<file path="config.mk">
export PLATFORM = sky130hd
export DESIGN_NAME = mctr_meta_mem
export DESIGN_NICKNAME = d
export VERILOG_FILES = /design/src/hw/rtl/mctr_pkg.sv /design/src/hw/rtl/mctr_meta_mem.sv
export SDC_FILE = /design/constraint.sdc
export NUM_CORES = 1
export LEC_CHECK = 0
export BUFFER_PORTS_ARGS = -buffer_cell sky130_fd_sc_hd__buf_4
export CORE_MARGIN = 1.5
export CORE_UTILIZATION = 50
export CTS_BUF_LIST = sky130_fd_sc_hd__clkbuf_2 sky130_fd_sc_hd__clkbuf_4 sky130_fd_sc_hd__clkbuf_8
export CTS_CLUSTER_SIZE = 28
export DETAILED_ROUTE_END_ITERATION = 6
export GPL_TIMING_DRIVEN = 0
export PLACE_DENSITY = 0.72
export REMOVE_ABC_BUFFERS = 1
export SKIP_LAST_GASP = 1
export SYNTH_ARGS = -nofsm -noshare
export SYNTH_HDL_FRONTEND = slang
export SYNTH_SLANG_ARGS = --single-unit
</file>
<file path="constraint.sdc">
create_clock -name clk -period 1.5 [get_ports clk]
set_input_delay 0.15 -clock clk [delete_from_list [all_inputs] [get_ports clk]]
set_output_delay 0.15 -clock clk [all_outputs]
set_load 0.05 [all_outputs]
</file>
<file path="src/hw/rtl/mctr_pkg.sv">
`timescale 1ns / 1ps

package mctr_pkg;

	// Field widths
	localparam int VAL_W     = 7;   // {state[3:0], strength[2:0]}
	localparam int STAMP_W   = 64;
	localparam int IDX_W     = 6;   // ring index, holds DEPTH-1 at the largest depth
	localparam int CNT_W     = 7;   // fill and match counts, hold DEPTH itself
	localparam int CFG_IDX_W = 2;
	localparam int CFG_DAT_W = 4;

	// Opcodes
	localparam logic [1:0] OP_RECORD  = 2'd0;
	localparam logic [1:0] OP_QUERY   = 2'd1;
	localparam logic [1:0] OP_INITIAL = 2'd2;

	// Register indexes
	localparam logic [CFG_IDX_W-1:0] REG_UNKNOWN_STATE    = 2'd0;
	localparam logic [CFG_IDX_W-1:0] REG_UNKNOWN_STRENGTH = 2'd1;

	// Per-channel ring bookkeeping, one entry of the channel table
	typedef struct packed {
		logic [VAL_W-1:0] first_value;
		logic [CNT_W-1:0] fill;
		logic [IDX_W-1:0] next;
		logic [IDX_W-1:0] oldest;
	} mctr_meta_t;

	// Write request into the channel table
	typedef struct packed {
		logic       en;
		mctr_meta_t data;
	} mctr_meta_wr_t;

endpackage

</file>
<file path="src/hw/rtl/mctr_meta_mem.sv">
`timescale 1ns / 1ps

module mctr_meta_mem
	import mctr_pkg::*;
#(
	parameter int CHANNELS = 16,
	parameter int CW       = 4
) (
	input  logic          clk,
	input  logic          arst_n,
	input  logic          rd_en,
	input  logic [CW-1:0] rd_addr,
	output mctr_meta_t    rd_data,
	input  mctr_meta_wr_t wr,
	input  logic [CW-1:0] wr_addr
);

	mctr_meta_t          mem [CHANNELS];
	logic [CHANNELS-1:0] written_q;
	mctr_meta_t          rd_q;
	logic                rd_written_q;

	// Table body, no reset; registered read
	always_ff @(posedge clk) begin
		if (wr.en) begin
			mem[wr_addr] <= wr.data;
		end
		if (rd_en) begin
			rd_q <= mem[rd_addr];
		end
	end

	// Entry-written flags; an unwritten channel reads as all zero
	always_ff @(posedge clk or negedge arst_n) begin
		if (!arst_n) begin
			written_q    <= '0;
			rd_written_q <= 1'b0;
		end else begin
			if (wr.en) begin
				written_q[wr_addr] <= 1'b1;
			end
			if (rd_en) begin
				rd_written_q <= written_q[rd_addr];
			end
		end
	end

	assign rd_data = rd_written_q ? rd_q : '0;

endmodule

</file>
Word-level counts from Yosys, hierarchy flattened
Memory sizes are Yosys's and may differ from the RTL's. A register that Yosys moved wholly into a read port is not among the register bits.
Index checks and enable logic that the tools add are counted.

cells by class
  order comparisons = 3
  mux-type cells = 7
  bitwise operators = 1
  reduce and logical (&&, ||, !) cells = 1

operators with widths
  kind                  count
  $mux W26              1
  $or A16 B16 Y16       1
  $lt A4 B5 Y1 const B  2
  $bmux W1 S4           1
  $demux W1 S4          1
  $ge A4 B1 Y1 const B  1
  $mux W1               4
  $logic_and A1 B1 Y1   1

word-level totals
  flip-flop bits (word level) = 17
  memory bits (writable) = 416
  memories = 1

memory list
  name  depth  width  rd ports  clocked after Yosys merged registers in  write ports  RTL line             text
  mem   16     26     1         1                                        1            mctr_meta_mem.sv:18  mctr_meta_t mem [CHANNELS];

Logic depth before layout (Yosys ltp)
  depth after elaboration = 5
  depth in mapped cells = 6
  mapped depth without buffers = 4

Worst setup path after synthesis
No wires, ideal clock.

  path kind = input to register
  start = input port wr_addr[2]
  end = memory mem[0][0] (netlist bit) (enable)
  setup time = 0.443 ns
  data arrival time = 2.422 ns
  required time = 1.057 ns
  setup slack = -1.365 ns
  stages = 2
  path buffers = 0
  cell sequence = or3b_1 -> nor3_1

RTL lines
  what                RTL line             text
  start: declaration  mctr_meta_mem.sv:15  input logic [CW-1:0] wr_addr
  end: declaration    mctr_meta_mem.sv:18

No word-level cell before the write port.

==> results.sh <==
export IMPL_status="finished, violations left"
export IMPL_grt_setup_unrepaired="true"
export IMPL_clk_latency_ns=0.59
export IMPL_area_growth_pct=20.1
export IMPL_timing_setup_tns_ns=-7.90
export IMPL_period_share=1.17
export IMPL_finClkSkew_ns=0.0196
export IMPL_drtAntennaViolNets=0
export IMPL_nets=906
export IMPL_synthSimpleGateAreaFrac=0.0215
export IMPL_ir_drop_mv=0.736
export IMPL_violations="negative setup slack"
export IMPL_grt_pass1_wl_um=54300
export IMPL_synth_compound_area_frac=0
export IMPL_grt_max_degree=72
export IMPL_slew_headroom=0.482
export IMPL_die_w_um=189
export IMPL_grtUsageTotal=0.214
export IMPL_arrival_ns=1.61
export IMPL_static_leakage_power_nw=6.73
export IMPL_yosysSeqAreaShare=0.791
export IMPL_dp_hpwl_um=20400
export IMPL_numCtsBuffers=74
export IMPL_multiInputGateArea_um2=3560
export IMPL_crit_slowest_cell="dfrtp_4"
export IMPL_placed_cells=1203
export IMPL_h_tree_depth=3
export IMPL_clk_root_buffer_cell="clkbuf_8"
export IMPL_dr_first_iter_drc_count=820
export IMPL_criticalPathCategory="register to primary output"
export IMPL_clk_pin_slew_ns=0.06
export IMPL_crit_buf_inv=2
export IMPL_cts_tree="built"
export IMPL_required_ns=1.35
export IMPL_end_kind="primary output"
export IMPL_power_mw=27.6
export IMPL_ys_types=21
export IMPL_grt_ovfl_total=0
export IMPL_synth_area_top_cells="edfxtp_1 (77%), mux4_2 (17%), dfrtp_1 (2.5%)"
export IMPL_hold_path_cell_count=3
export IMPL_core_area_um2=33800
export IMPL_synth_cell_area_um2=17300
export IMPL_wl_um=37300
export IMPL_synth_top_family_by_area="multiplexers"
export IMPL_portBuffers=63
export IMPL_layout_drive_gt1_share=0.405
export IMPL_fp_row_count=67
export IMPL_critPathLaunchType="register"
export IMPL_vias=7975
export IMPL_gp_congestion=0.695
export IMPL_nFillCells=2274
export IMPL_io_pins=64
export IMPL_synth_xor_area_frac=0
export IMPL_numClockSinks=459
export IMPL_slew_viol_final=0
export IMPL_cts_buffer_depth=3
export IMPL_synth_top_area_frac=0.766
export IMPL_drt_pass1_iterations=5
export IMPL_synth_area_mux_share=0.177
export IMPL_finalNonFillerCells=1370
export IMPL_avgSynthCellArea_um2=25.0
export IMPL_synth_warning_count=0
export IMPL_crit_fanout=10
export IMPL_worstMarginPinSlew_ns=0.777
export IMPL_hold_slack_ns=0.0932
export IMPL_fin_ws_ns=-0.258
export IMPL_synthCells=694
export IMPL_drc=0
export IMPL_crit_chain="buf_12 -> and2_1 -> buf_6"
export IMPL_grt_pass1_vias=8638
export IMPL_max_freq_mhz=569
export IMPL_layout_min_cycle_time_ns=1.76
export IMPL_fin_util=0.615
export IMPL_yosys_area_top_type="edfxtp_1"
export IMPL_holdCritPathClass="input port to register"
export IMPL_setup_viol=52
export IMPL_die_h_um=189
export IMPL_grt_antenna_before_repair=1
export IMPL_wire_per_inst_um=27.2
export IMPL_drv_cap=0
export IMPL_powerDensity_nw_per_um2=1330
export IMPL_synth_adder_area_share=0
export IMPL_die_area_um2=35800
export IMPL_initial_core_util=0.513
export IMPL_viasPerCell=5.82
export IMPL_hold_violations=0
export IMPL_max_stage_delay_ns=0.51
export IMPL_synth_seq_cells=459
export IMPL_regArea_um2=13700
export IMPL_r2r_cells=2
export IMPL_cp_depth=3
export IMPL_cp_top_family="flip-flops"
==> registers in the layout (all words and copies together) (netlist names) <==
register and count:
rd_written_q 1, rd_q 26, written_q 16, mem 416
==> metal layers <==
layer	track usage	wire (µm)	part of all wire	vias up
li1	-	-	-	3332
met2	0.369	19500	0.52	361
met1	0.276	14400	0.39	4205
met4	0.0791	884	0.024	0
met3	0.0367	2530	0.068	77
met5	0	0	0	-
==> cell usage after synthesis (all sizes together) <==
master,count
edfxtp,442
mux4,134
and2,26
buf,19
dfrtp,17
or2,16
clkbuf,13
nor2,12
nor3,4
mux2i,3
nand2b,2
nand3b,2
mux2,1
nand2,1
nand3,1
or3b,1
==> cell families after synthesis <==
logic type	after synthesis
buffers and inverters	32
multiplexers	138
AND/OR/NAND/NOR	65
flip-flops	459
==> stage by stage <==
stage | area, µm² | worst slack, ns
floorplan | 17100 | -1.37
detailed placement | 18800 | -0.975
global route | 20800 | -0.293
finish | 20800 | -0.258
global placement | 18200 | -4.08
CTS | 20700 | -0.275
==> area by class of cell <==
| cell class | count | share of cell area |
|---|---|---|
| flip-flops and latches | 459 | 0.659 |
| repair buffers | 130 | 0.0739 |
| multi-input cells | 203 | 0.171 |
| clock buffers | 102 | 0.0609 |
| well taps | 448 | 0.0270 |
| diodes | 1 | 0.000120 |
| clock inverters | 27 | 0.00770 |
==> tightest hold or removal path, delay by kind of cell <==
family	cells	cell delay, ns
buffers and inverters	2	0.28
AND/OR/NAND/NOR	1	0.06
==> placed cells by master, fill, tap and decap left out, drive strengths merged <==
master / instances
bufinv: 1
mux2i: 3
edfxtp: 442
clkinvlp: 1
clkbuf: 104
dfrtp: 17
nand3b: 2
inv: 4
mux2: 1
nor3: 4
and2: 26
buf: 98
or2: 16
clkinv: 21
or3b: 1
mux4: 134
dlygate4sd3: 30
nand2b: 2
nand2: 1
nand3: 1
diode: 1
nor2: 12
==> path summary, 6_finish.rpt <==
| check | slack, ns | endpoint | from |
|---|---|---|---|
| setup reg to reg | -0.14 | rd_q[9]$_DFFE_PP_ | mem[12][9]$_DFFE_PP_ |
| hold reg to reg | 0.46 | written_q[2]$_DFFE_PN0P_ | written_q[2]$_DFFE_PN0P_ |
| min in group asynchronous | 0.72 | written_q[1]$_DFFE_PN0P_ | arst_n |
| hold / removal | 0.09 | mem[12][17]$_DFFE_PP_ | wr_addr[0] |
| setup / recovery | -0.26 | rd_data[16] | rd_written_q$_DFFE_PN0P_ |
| max in group asynchronous | 0.25 | rd_written_q$_DFFE_PN0P_ | arst_n |
==> report_power, final <==
part           switching, mW  internal [mW]
logic                   1.49           1.18
registers              0.130           14.5
clock network           4.70           5.65
total                   6.32           21.3
==> repair_timing <==
| item | in CTS | in global routing |
|---|---|---|
| setup endpoints to repair | 53 | 54 |
| buffers inserted | 3 | 1 |
| hold buffers | 30 | 0 |
| gates resized for setup | 39 | 4 |
| cloned | 1 | 2 |
| hold endpoints to repair | 434 | 0 |
(Power assumes the default switching activity.)
